<file path="config.mk">
export PLATFORM = sky130hd
export DESIGN_NAME = midpoint_split_lru_replacer
export DESIGN_NICKNAME = d
export VERILOG_FILES = /design/src/rtl/mslru_pkg.sv /design/src/rtl/mslru_cell.sv /design/src/rtl/mslru_enc.sv /design/src/rtl/midpoint_split_lru_replacer.sv
export SDC_FILE = /design/constraint.sdc
export NUM_CORES = 2
export LEC_CHECK = 0
export BUFFER_PORTS_ARGS = -buffer_cell sky130_fd_sc_hd__buf_2
export CORE_MARGIN = 4
export CORE_UTILIZATION = 64
export CTS_BUF_LIST = sky130_fd_sc_hd__clkbuf_4 sky130_fd_sc_hd__clkbuf_8 sky130_fd_sc_hd__clkbuf_16
export DETAILED_ROUTE_END_ITERATION = 16
export GPL_ROUTABILITY_DRIVEN = 0
export PLACE_DENSITY = 0.78
export SLEW_MARGIN = 0
export SYNTH_ARGS = -nofsm -noshare
export SYNTH_HDL_FRONTEND = slang
export SYNTH_SLANG_ARGS = --single-unit
</file>
<file path="constraint.sdc">
create_clock -name clk -period 7.9 [get_ports clk]
set_input_delay 1.185 -clock clk [delete_from_list [all_inputs] [get_ports clk]]
set_output_delay 1.185 -clock clk [all_outputs]
set_load 0.01 [all_outputs]
</file>
<file path="src/rtl/mslru_pkg.sv">
// Shared types and constants of the midpoint split LRU replacer.
package mslru_pkg;

    localparam int FRAME_W = 6;
    localparam int POS_W   = 10;
    localparam int CNT_W   = 11;

    localparam logic [1:0] CMD_VICTIM = 2'd0;
    localparam logic [1:0] CMD_PIN    = 2'd1;
    localparam logic [1:0] CMD_UNPIN  = 2'd2;

    typedef struct packed {
        logic [FRAME_W-1:0] frame;
        logic               ev_shift;
        logic [POS_W-1:0]   ev_pos;
        logic               ev_load;
        logic [FRAME_W-1:0] ev_load_val;
        logic [CNT_W-1:0]   ev_count;
        logic               en_shift;
        logic [POS_W-1:0]   en_pos;
        logic               en_ins;
        logic [CNT_W-1:0]   en_count;
    } mslru_ctrl_t;

endpackage

</file>
<file path="src/rtl/mslru_cell.sv">
// One cell of the list chain: holds one eviction slot and one entry slot.
module mslru_cell
    import mslru_pkg::*;
#(
    parameter int IDX = 0
)
(
    input  logic               clk,
    input  mslru_ctrl_t        ctrl,
    input  logic [FRAME_W-1:0] ev_from_left,
    input  logic [FRAME_W-1:0] en_from_left,
    input  logic [FRAME_W-1:0] en_from_right,
    output logic [FRAME_W-1:0] ev_val,
    output logic [FRAME_W-1:0] en_val,
    output logic               ev_match,
    output logic               en_match
);

    localparam logic [CNT_W-1:0] MY = CNT_W'(IDX);

    logic [FRAME_W-1:0] ev_reg;
    logic [FRAME_W-1:0] ev_next;
    logic [FRAME_W-1:0] en_reg;
    logic [FRAME_W-1:0] en_next;

    always_comb
    begin
        ev_next = ev_reg;
        if (ctrl.ev_shift && (MY >= CNT_W'(ctrl.ev_pos)))
        begin
            ev_next = ev_from_left;
        end
        else if (ctrl.ev_load && (MY == ctrl.ev_count))
        begin
            ev_next = ctrl.ev_load_val;
        end
        en_next = en_reg;
        if (ctrl.en_shift && (MY >= CNT_W'(ctrl.en_pos)))
        begin
            en_next = en_from_left;
        end
        else if (ctrl.en_ins)
        begin
            en_next = en_from_right;
        end
    end

    always_ff @(posedge clk)
    begin
        ev_reg <= ev_next;
        en_reg <= en_next;
    end

    assign ev_val   = ev_reg;
    assign en_val   = en_reg;
    assign ev_match = (MY < ctrl.ev_count) && (ev_reg == ctrl.frame);
    assign en_match = (MY < ctrl.en_count) && (en_reg == ctrl.frame);

endmodule

</file>
<file path="src/rtl/mslru_enc.sv">
// Position encoder over the one-hot match bits of a list.
module mslru_enc
    import mslru_pkg::*;
#(
    parameter int N = 64
)
(
    input  logic [N-1:0]     match,
    output logic             hit,
    output logic [POS_W-1:0] pos
);

    always_comb
    begin
        pos = '0;
        for (int i = 0; i < N; i++)
        begin
            if (match[i])
            begin
                pos = pos | POS_W'(i);
            end
        end
    end

    assign hit = |match;

endmodule

</file>
<file path="src/rtl/midpoint_split_lru_replacer.sv">
// Top level of the midpoint split LRU replacer: sequencer, cell chain, registers.
//
// Usage: a command (cmd, frame) is taken at a rising edge where start is high
// and busy is low. cmd victim pops the eviction list head, pin drops a frame
// from whichever list holds it, unpin pushes an untracked frame at the head
// of the entry list when fewer than capacity frames are tracked.
// Exactly one result per command appears on victim_found, victim_frame and
// tracked_count for one cycle, marked by done; it cannot be held off.
// Sequence: accept, a parallel match across the cell chain (S_LOOK), the
// shift applied (S_EXEC), then the result cycle (S_OUT) in which done is high.
// A command that rebalances spends a check plus one S_BAL step per frame
// moved from entry list to eviction list before the result cycle. busy drops
// in the cycle after done, and a new command can then be taken.
// Each cell moves its slots to a neighbour in a registered shift; the rebalance
// loop moves one frame per cycle. Config writes over the APB port (capacity
// at 0x0, split_ratio at 0x4) are taken whenever; issue them while idle.
// Reset empties both lists (counts to zero), capacity 64, split_ratio 1.
module midpoint_split_lru_replacer
    import mslru_pkg::*;
#(
    parameter int NUM_FRAMES = 64
)
(
    input  logic               clk,
    input  logic               rst_n,
    input  logic               start,
    output logic               busy,
    input  logic [1:0]         cmd,
    input  logic [FRAME_W-1:0] frame,
    output logic               done,
    output logic               victim_found,
    output logic [FRAME_W-1:0] victim_frame,
    output logic [6:0]         tracked_count,
    input  logic               psel,
    input  logic               penable,
    input  logic               pwrite,
    input  logic [2:0]         paddr,
    input  logic [31:0]        pwdata,
    output logic [31:0]        prdata,
    output logic               pready
);

    localparam int CW = $clog2(NUM_FRAMES + 1);
    localparam int PW = CW + 4;

    localparam logic [2:0] S_IDLE = 3'd0;
    localparam logic [2:0] S_LOOK = 3'd1;
    localparam logic [2:0] S_EXEC = 3'd2;
    localparam logic [2:0] S_BAL  = 3'd3;
    localparam logic [2:0] S_OUT  = 3'd4;

    logic [2:0]         state_reg, state_next;
    logic [1:0]         cmd_reg;
    logic [FRAME_W-1:0] frame_reg;
    logic [CW-1:0]      ev_cnt_reg, ev_cnt_next;
    logic [CW-1:0]      en_cnt_reg, en_cnt_next;
    logic [6:0]         cap_reg;
    logic [3:0]         ratio_reg;
    logic               found_reg, found_next;
    logic [FRAME_W-1:0] vframe_reg, vframe_next;
    logic               ev_hit_reg, en_hit_reg;
    logic [POS_W-1:0]   ev_pos_reg, en_pos_reg;

    mslru_ctrl_t        ctrl;
    logic [FRAME_W-1:0] ev_q [NUM_FRAMES];
    logic [FRAME_W-1:0] en_q [NUM_FRAMES];
    logic [NUM_FRAMES-1:0] ev_m, en_m;
    logic               ev_hit, en_hit;
    logic [POS_W-1:0]   ev_pos, en_pos;
    logic               frame_ok;
    logic [CW:0]        total;
    logic               need_move;
    logic               cfg_wr;

    // Cell chain: slot i takes slot i+1 on a left shift, slot i-1 on insert.
    for (genvar i = 0; i < NUM_FRAMES; i++)
    begin : g_cell
        logic [FRAME_W-1:0] ev_left, en_left, en_right;
        if (i + 1 < NUM_FRAMES)
        begin : g_l
            assign ev_left = ev_q[i+1];
            assign en_left = en_q[i+1];
        end
        else
        begin : g_e
            assign ev_left = ev_q[i];
            assign en_left = en_q[i];
        end
        if (i == 0)
        begin : g_h
            assign en_right = frame_reg;
        end
        else
        begin : g_r
            assign en_right = en_q[i-1];
        end
        mslru_cell #(.IDX(i)) u_cell
        (
            .clk           (clk),
            .ctrl          (ctrl),
            .ev_from_left  (ev_left),
            .en_from_left  (en_left),
            .en_from_right (en_right),
            .ev_val        (ev_q[i]),
            .en_val        (en_q[i]),
            .ev_match      (ev_m[i]),
            .en_match      (en_m[i])
        );
    end

    mslru_enc #(.N(NUM_FRAMES)) u_ev_enc (.match(ev_m), .hit(ev_hit), .pos(ev_pos));
    mslru_enc #(.N(NUM_FRAMES)) u_en_enc (.match(en_m), .hit(en_hit), .pos(en_pos));

    assign frame_ok  = (32'(frame_reg) < 32'(NUM_FRAMES));
    assign total     = (CW+1)'(ev_cnt_reg) + (CW+1)'(en_cnt_reg);
    // Move while the eviction list is short of entry_count / split_ratio.
    assign need_move = (en_cnt_reg != '0) && (32'(ev_cnt_reg) < 32'(NUM_FRAMES)) &&
                       ((PW'(ev_cnt_reg) * PW'(ratio_reg)) < PW'(en_cnt_reg));

    always_comb
    begin
        state_next  = state_reg;
        ev_cnt_next = ev_cnt_reg;
        en_cnt_next = en_cnt_reg;
        found_next  = found_reg;
        vframe_next = vframe_reg;
        ctrl             = '0;
        ctrl.frame       = frame_reg;
        ctrl.ev_count    = CNT_W'(ev_cnt_reg);
        ctrl.en_count    = CNT_W'(en_cnt_reg);
        ctrl.ev_load_val = en_q[0];
        case (state_reg)
            S_IDLE:
            begin
                if (start)
                begin
                    state_next = S_LOOK;
                end
            end
            S_LOOK:
            begin
                found_next  = 1'b0;
                vframe_next = '0;
                state_next  = S_EXEC;
            end
            S_EXEC:
            begin
                state_next = S_OUT;
                case (cmd_reg)
                    CMD_VICTIM:
                    begin
                        if (ev_cnt_reg != '0)
                        begin
                            found_next    = 1'b1;
                            vframe_next   = ev_q[0];
                            ctrl.ev_shift = 1'b1;
                            ctrl.ev_pos   = '0;
                            ev_cnt_next   = ev_cnt_reg - 1'b1;
                            state_next    = S_BAL;
                        end
                    end
                    CMD_PIN:
                    begin
                        if (frame_ok && ev_hit_reg)
                        begin
                            ctrl.ev_shift = 1'b1;
                            ctrl.ev_pos   = ev_pos_reg;
                            ev_cnt_next   = ev_cnt_reg - 1'b1;
                            state_next    = S_BAL;
                        end
                        else if (frame_ok && en_hit_reg)
                        begin
                            ctrl.en_shift = 1'b1;
                            ctrl.en_pos   = en_pos_reg;
                            en_cnt_next   = en_cnt_reg - 1'b1;
                        end
                    end
                    CMD_UNPIN:
                    begin
                        if (frame_ok && (32'(total) < 32'(cap_reg)) && !ev_hit_reg &&
                            !en_hit_reg && (32'(en_cnt_reg) < 32'(NUM_FRAMES)))
                        begin
                            ctrl.en_ins = 1'b1;
                            en_cnt_next = en_cnt_reg + 1'b1;
                            state_next  = S_BAL;
                        end
                    end
                    default:
                    begin
                        state_next = S_OUT;
                    end
                endcase
            end
            S_BAL:
            begin
                if (need_move)
                begin
                    // Append entry head at eviction tail, drop it from entry list.
                    ctrl.ev_load  = 1'b1;
                    ctrl.en_shift = 1'b1;
                    ctrl.en_pos   = '0;
                    ev_cnt_next   = ev_cnt_reg + 1'b1;
                    en_cnt_next   = en_cnt_reg - 1'b1;
                end
                else
                begin
                    state_next = S_OUT;
                end
            end
            S_OUT:
            begin
                state_next = S_IDLE;
            end
            default:
            begin
                state_next = S_IDLE;
            end
        endcase
    end

    always_ff @(posedge clk or negedge rst_n)
    begin
        if (!rst_n)
        begin
            state_reg  <= S_IDLE;
            ev_cnt_reg <= '0;
            en_cnt_reg <= '0;
            cap_reg    <= 7'd64;
            ratio_reg  <= 4'd1;
        end
        else
        begin
            state_reg  <= state_next;
            ev_cnt_reg <= ev_cnt_next;
            en_cnt_reg <= en_cnt_next;
            if (cfg_wr && !paddr[2])
            begin
                cap_reg <= pwdata[6:0];
            end
            if (cfg_wr && paddr[2])
            begin
                ratio_reg <= pwdata[3:0];
            end
        end
    end

    // Payload: hold the command, latch the match results.
    always_ff @(posedge clk)
    begin
        if (state_reg == S_IDLE && start)
        begin
            cmd_reg   <= cmd;
            frame_reg <= frame;
        end
        if (state_reg == S_LOOK)
        begin
            ev_hit_reg <= ev_hit;
            en_hit_reg <= en_hit;
            ev_pos_reg <= ev_pos;
            en_pos_reg <= en_pos;
        end
        found_reg  <= found_next;
        vframe_reg <= vframe_next;
    end

    assign cfg_wr = psel && penable && pwrite;
    assign pready = 1'b1;
    assign prdata = paddr[2] ? {28'd0, ratio_reg} : {25'd0, cap_reg};

    assign busy          = (state_reg != S_IDLE);
    assign done          = (state_reg == S_OUT);
    assign victim_found  = found_reg;
    assign victim_frame  = vframe_reg;
    assign tracked_count = 7'(total);

    a_accept_busy: assert property (@(posedge clk) disable iff (!rst_n)
        (start && !busy) |=> busy)
        else $error("accepted command did not raise busy");
    a_done_single: assert property (@(posedge clk) disable iff (!rst_n)
        done |=> !done && !busy)
        else $error("result strobe longer than one cycle");
    a_total_bound: assert property (@(posedge clk) disable iff (!rst_n)
        32'(total) <= 32'(NUM_FRAMES))
        else $error("tracked frames exceed frame count");
    a_found_frame: assert property (@(posedge clk) disable iff (!rst_n)
        (done && !victim_found) |-> (victim_frame == '0))
        else $error("victim frame set without victim");

endmodule
</file>
### Word level (Yosys, flattened, before mapping)

Index checks and enable logic that the tools add are counted.
Widths: inputs -> output; s select.

* flip-flop bits (word level): 833
* bits of input ports: 49
* output and inout bits: 49

* add/subtract/negate cells: 5
* $mul: 1
* magnitude comparators: 260
* equal/unequal tests: 209
* multiplexer cells: 581
* bitwise gates (word level): 2
* reductions and logical operators: 487

Operator list (number)
* $mux 6: 387
* $eq 6x6->1: 128
* $ge 6x10->1 const A: 64
* $lt 6x7->1 const A: 64
* $logic_and 1x1->1: 330
* $ge 5x10->1 const A: 32
* $reduce_bool 2->1: 130
* $eq 6x7->1 const A: 32
* $lt 5x7->1 const A: 32
* $mux 11: 19
* $mux 7: 23
* $ge 4x10->1 const A: 16
* $mux 5: 32
* $mux 4: 32
* $reduce_or 64->1: 2
* $mux 3: 38
* $eq 5x7->1 const A: 16
* $lt 4x7->1 const A: 16
* $ge 3x10->1 const A: 8
* $reduce_or 32->1: 2
* $eq 4x7->1 const A: 8
* $lt 3x7->1 const A: 8
* $pmux 7 s2: 4
* $pmux 11 s2: 2
* 44 further kinds: 120

### Logic depth before layout (Yosys ltp)

* depth in word-level cells: 59
* mapped depth: 21

### Worst setup path before layout

No wires, ideal clock.

* kind: register to register
* start: reg ev_cnt_reg[2]
* end: reg g_cell[16].u_cell.en_reg[0] (enable)
* library setup time: 381 ps
* data arrival time: 5452 ps
* data required time: 7519 ps
* slack: 2067 ps
* cell stages (with the launch flop): 21
* cell sequence: dfrtp_1 > clkbuf_1 > clkbuf_1 > clkbuf_1 > nand2_1 > fa_1 > inv_1 > fa_1 > ha_1 > and2b_1 > o31ai_2 > a21boi_0 > ha_1 > a2111oi_4 > nor4b_4 > and4b_1 > buf_6 > buf_6 > nor2_1 > buf_2 > o311ai_1

* word-level cells in the longest chain between the ends: 12
* elaborated cells between the ends (all ways): 21
* those cells by class: 1 x add/sub; 1 x mul; 3 x order compare; 9 x mux; 7 x reduce/logical

Ends and longest elaborated chain
* start, declared: RTL line midpoint_split_lru_replacer.sv:55 `logic [CW-1:0] ev_cnt_reg, ev_cnt_next;`
* start signal, assigned: RTL line midpoint_split_lru_replacer.sv:234 `ev_cnt_reg <= ev_cnt_next;`
* parallel branches: the longest is 11 deep, another holds $mul 7x4->11
* $reduce_bool 2->1 (no line) *
* end signal, assigned: RTL line mslru_cell.sv:51 `en_reg <= en_next;`
* end, declared: RTL line mslru_cell.sv:23 `logic [FRAME_W-1:0] en_reg;`

Mark *: on every way between the ends. The select of a mux whose other input is x is not followed.
A chain may end at the register's enable or synchronous reset.

### Final worst setup path

* start: reg ratio_reg[3]
* end: reg g_cell[16].u_cell.en_reg[4] (enable)

* word-level cells in the longest chain between the ends: 8

Ends and longest elaborated chain
* start, declared: RTL line midpoint_split_lru_replacer.sv:58 `logic [3:0] ratio_reg;`
* start signal, assigned: RTL line midpoint_split_lru_replacer.sv:242 `ratio_reg <= pwdata[3:0];`
* $mul 7x4->11: RTL line midpoint_split_lru_replacer.sv:118 `((PW'(ev_cnt_reg) * PW'(ratio_reg)) < PW'(en_cnt_reg));`
* $lt 11x7->1: RTL line midpoint_split_lru_replacer.sv:118
* $logic_and 1x1->1: RTL line midpoint_split_lru_replacer.sv:117 `assign need_move = (en_cnt_reg != '0) && (32'(ev_cnt_reg) < 32'(NUM_FRAMES)) &&`
* $mux 11: RTL line midpoint_split_lru_replacer.sv:196 `if (need_move)`
* $mux 11: RTL line midpoint_split_lru_replacer.sv:132 `case (state_reg)`
* $pmux 11 s2: RTL line midpoint_split_lru_replacer.sv:132
* $logic_and 1x1->1: RTL line mslru_cell.sv:38 `if (ctrl.en_shift && (MY >= CNT_W'(ctrl.en_pos)))`
* $reduce_bool 2->1 (no line)

Every way passes these cells. The select of a mux whose other input is x is not followed.

==> run summary <==
Primary FF master, synth: edfxtp_1
Slew margin rel.: -3.95%
CTS Hold Bufs: 0
WP data arrival: 6.67 ns
#FFs+latches synth: 825
Worst-skew pair later-pin latency: 0.65 ns
Worst R2R End: g_cell[16].u_cell.en_val[4]$_DFFE_PP_
Pin count of the biggest net entering global routing: 95
Ports: 98
Critical-path cell list: nand2_1 > fa_1 > inv_1 > fa_1 > ha_1 > and2b_1 > o31ai_2 > a21boi_0 > ha_1 > a2111oi_4 > nor4b_4 > and4b_2 > nor2_1 > o311ai_1
Die Wd: 288 um
Detail Route Antenna Nets: 0
Critical Path Sink Type: flip-flop
Slowest CP cell: o311ai_1
Critical path type: flip-flop to flip-flop
Drt wl/cell: 28.4 um
Congestion Overflow GR: 0
Synth cell count leaders: 797 x edfxtp_1, 741 x mux2_2, 511 x xnor2_1
Post-Synthesis Cells: 3982
Cell with the most instances after synthesis: edfxtp_1
Grt met3 use: 11.8%
Fmax achieved: 156 MHz
Met2 usage: 50.2%
Worst slew pin tran: 1.54 ns
Unrepaired setup endpoints after global routing: false
Ys Warns: 0
Core area: 77700 um2
Final net count: 4044
Buf+Inv Stages, Crit Path: 1
VDD IR max: 213 uV
Critical Path RT: 8.16 ns
Post-Place Cells: 4886
Worst Hold Class: flip-flop to flip-flop
Final worst path period share: 81.1%
Setup violators final: 0
WL final: 143000 um
TritonCTS Sinks: 825
Layout cell share with drive strength beyond 1: 28.4%
DRC: 0
Number of core rows: 102
Global-route wire length before repair: 214000 um
CP Max Fanout: 18
Final Critical Period: 6.40 ns
Synth top area share: 47.5%
Crit start category: flip-flop
Initial Utilization: 64.8%
Vias in the first global route: 34103
Drt via density: 6.82
Synth-to-Final Area Change: 7.06%
Failing checks: max-capacitance violations, max-slew violations
Max Clock Skew: 0.0343 ns
Final setup TNS: 0 ns
FF-to-FF path depth: 14
R2r startpoint: ratio_reg[3]$_DFFE_PN0P_
M1 GR Usage: 47.4%
Setup bufs post-CTS: 0
Post-route total power: 0.0179 W
Post-CTS resize count: 0
Most Crowded Layer GR: met2
Cell depth of the worst hold path: 1
Flop2flop setup slack: 1.50 ns
Tot GR Track Use: 34.0%
Post-synth EDFFs: 797
Post-synthesis async set-or-reset flop share: 3.39%
Cell area after synthesis: 50300 um2
Pwr/cell area: 332 nW/um2
Die extent in y: 288 um
Via count: 34415
CTS tree: done
Yosys top cell by area: edfxtp_1
DRT iter0 DRCs: 4535
Distinct cells, synth: 113
Slew Limit Fails: 6
Layout Cells excl Fill: 5044
Leakage: 17.8 nW
First-pass detailed-route iteration total: 9
CTS HTree Levels: 3
Area contributors post-synth: edfxtp_1 48%, mux2_2 17%, xnor2_1 8.9%
Worst path max stage delay: 0.93 ns
DP HPWL: 98500 um
Maxcap violations: 2
Antenna violations before repair: 6
# port buffers: 44
Clock Tree Root: clkbuf_16
Final Hold Viols: 0
Crit path max-delay family: simple AND/OR/NAND/NOR gates
Avg Inst Size Synth: 12.6 um2
CTS buffer count: 89
Hold endpoint: cap_reg[1]$_DFFE_PN0P_
Post-synthesis sequential area ratio: 48.9%
Run status: finished, violations left
Clock transition at the registers of the reported paths: 0.06 ns
Hold Crit Start: cap_reg[1]$_DFFE_PN0P_
Clk buf depth: 3
Die Area: 83200 um2
[layout by cell type, fill, tap and decap left out, types with 21 or more instances in the layout]
cell	n
a21oi_1	87
and2_1	28
buf_2	44
buf_4	63
clkbuf_16	91
conb_1	26
dfrtp_1	26
edfxtp_1	797
ha_1	47
inv_1	43
mux2_2	741
nand2_1	198
nand2b_1	35
nand3_1	78
nand4_1	110
nor2_1	83
nor3_1	47
nor4_1	78
o21ai_0	92
o21ai_2	22
o21bai_1	21
xnor2_1	511
xor2_1	278
[power by group]
group          leakage [nW]  total, W  switching, W  internal [W]
registers              7.25   0.00670      0.000735       0.00596
clock network          1.42   0.00420       0.00176       0.00244
logic                  9.14   0.00700       0.00431       0.00269
total                  17.8    0.0179       0.00680        0.0111
[per-layer routing]
layer	routed length (um)	up-vias
met5	86	-
met4	5090	8
met3	19500	423
met2	61100	2342
met1	57500	17001
li1	-	14641
[worst register-to-register path: stages (launching register included)]
cell	delay [ns]
dfrtp_1	0.56
nand2_1	0.14
fa_1	0.55
inv_1	0.06
fa_1	0.49
ha_1	0.39
and2b_1	0.22
o31ai_2	0.27
a21boi_0	0.26
ha_1	0.31
a2111oi_4	0.32
nor4b_4	0.34
and4b_2	0.71
nor2_1	0.49
o311ai_1	0.93
[stage by stage]
stage          setup slack [ns]  area, um2  util [%]  hold slack [ns]
2_1_floorplan              2.07      50400         -            0.465
3_3_place_gp               1.77      51000      65.6            0.489
3_5_place_dp               1.68      51000      65.6            0.494
4_1_cts                    1.62      53900      69.3            0.507
5_1_grt                    1.28      53900      69.3            0.531
6_report                   1.50      53900      69.3            0.507
[how the worst max path moves through the flow]
stage                              start                                     to  slack [ns]  cells after the start
2_1_floorplan  ev_cnt_reg[2]$_DFFE_PN0P_  g_cell[16].u_cell.en_val[0]$_DFFE_PP_        2.07                     20
3_3_place_gp    ratio_reg[3]$_DFFE_PN0P_  g_cell[16].u_cell.en_val[0]$_DFFE_PP_        1.77                     14
3_5_place_dp    ratio_reg[3]$_DFFE_PN0P_  g_cell[16].u_cell.en_val[5]$_DFFE_PP_        1.68                     14
4_1_cts         ratio_reg[3]$_DFFE_PN0P_  g_cell[16].u_cell.en_val[0]$_DFFE_PP_        1.62                     14
5_1_grt         ratio_reg[3]$_DFFE_PN0P_  g_cell[16].u_cell.en_val[4]$_DFFE_PP_        1.28                     14
6_report        ratio_reg[3]$_DFFE_PN0P_  g_cell[16].u_cell.en_val[4]$_DFFE_PP_        1.50                     14
[cell families after synthesis]
family / count (synthesis) / synth area share (%)
adder cells (fa/ha/maj): 58 / 1.61
XOR/XNOR: 789 / 13.7
flip-flops: 825 / 48.9
AND/OR/NAND/NOR: 794 / 8.60
other: 2 / 0.0149
multiplexers: 752 / 16.9
AO/OA/AOI/OAI: 444 / 6.81
buffers and inverters: 318 / 3.44
[layout make-up]
cell class              instances  area, um2
diodes                          3       7.51
clock buffers                 103       2380
clock inverters                52        497
fillers                      5402      23800
inverters                      45        170
multi-input cells            2863      24100
flip-flops and latches        825      24600
well taps                    1040       1300
repair buffers                113        813
Note: power is estimated with default switching activity, not from simulation.
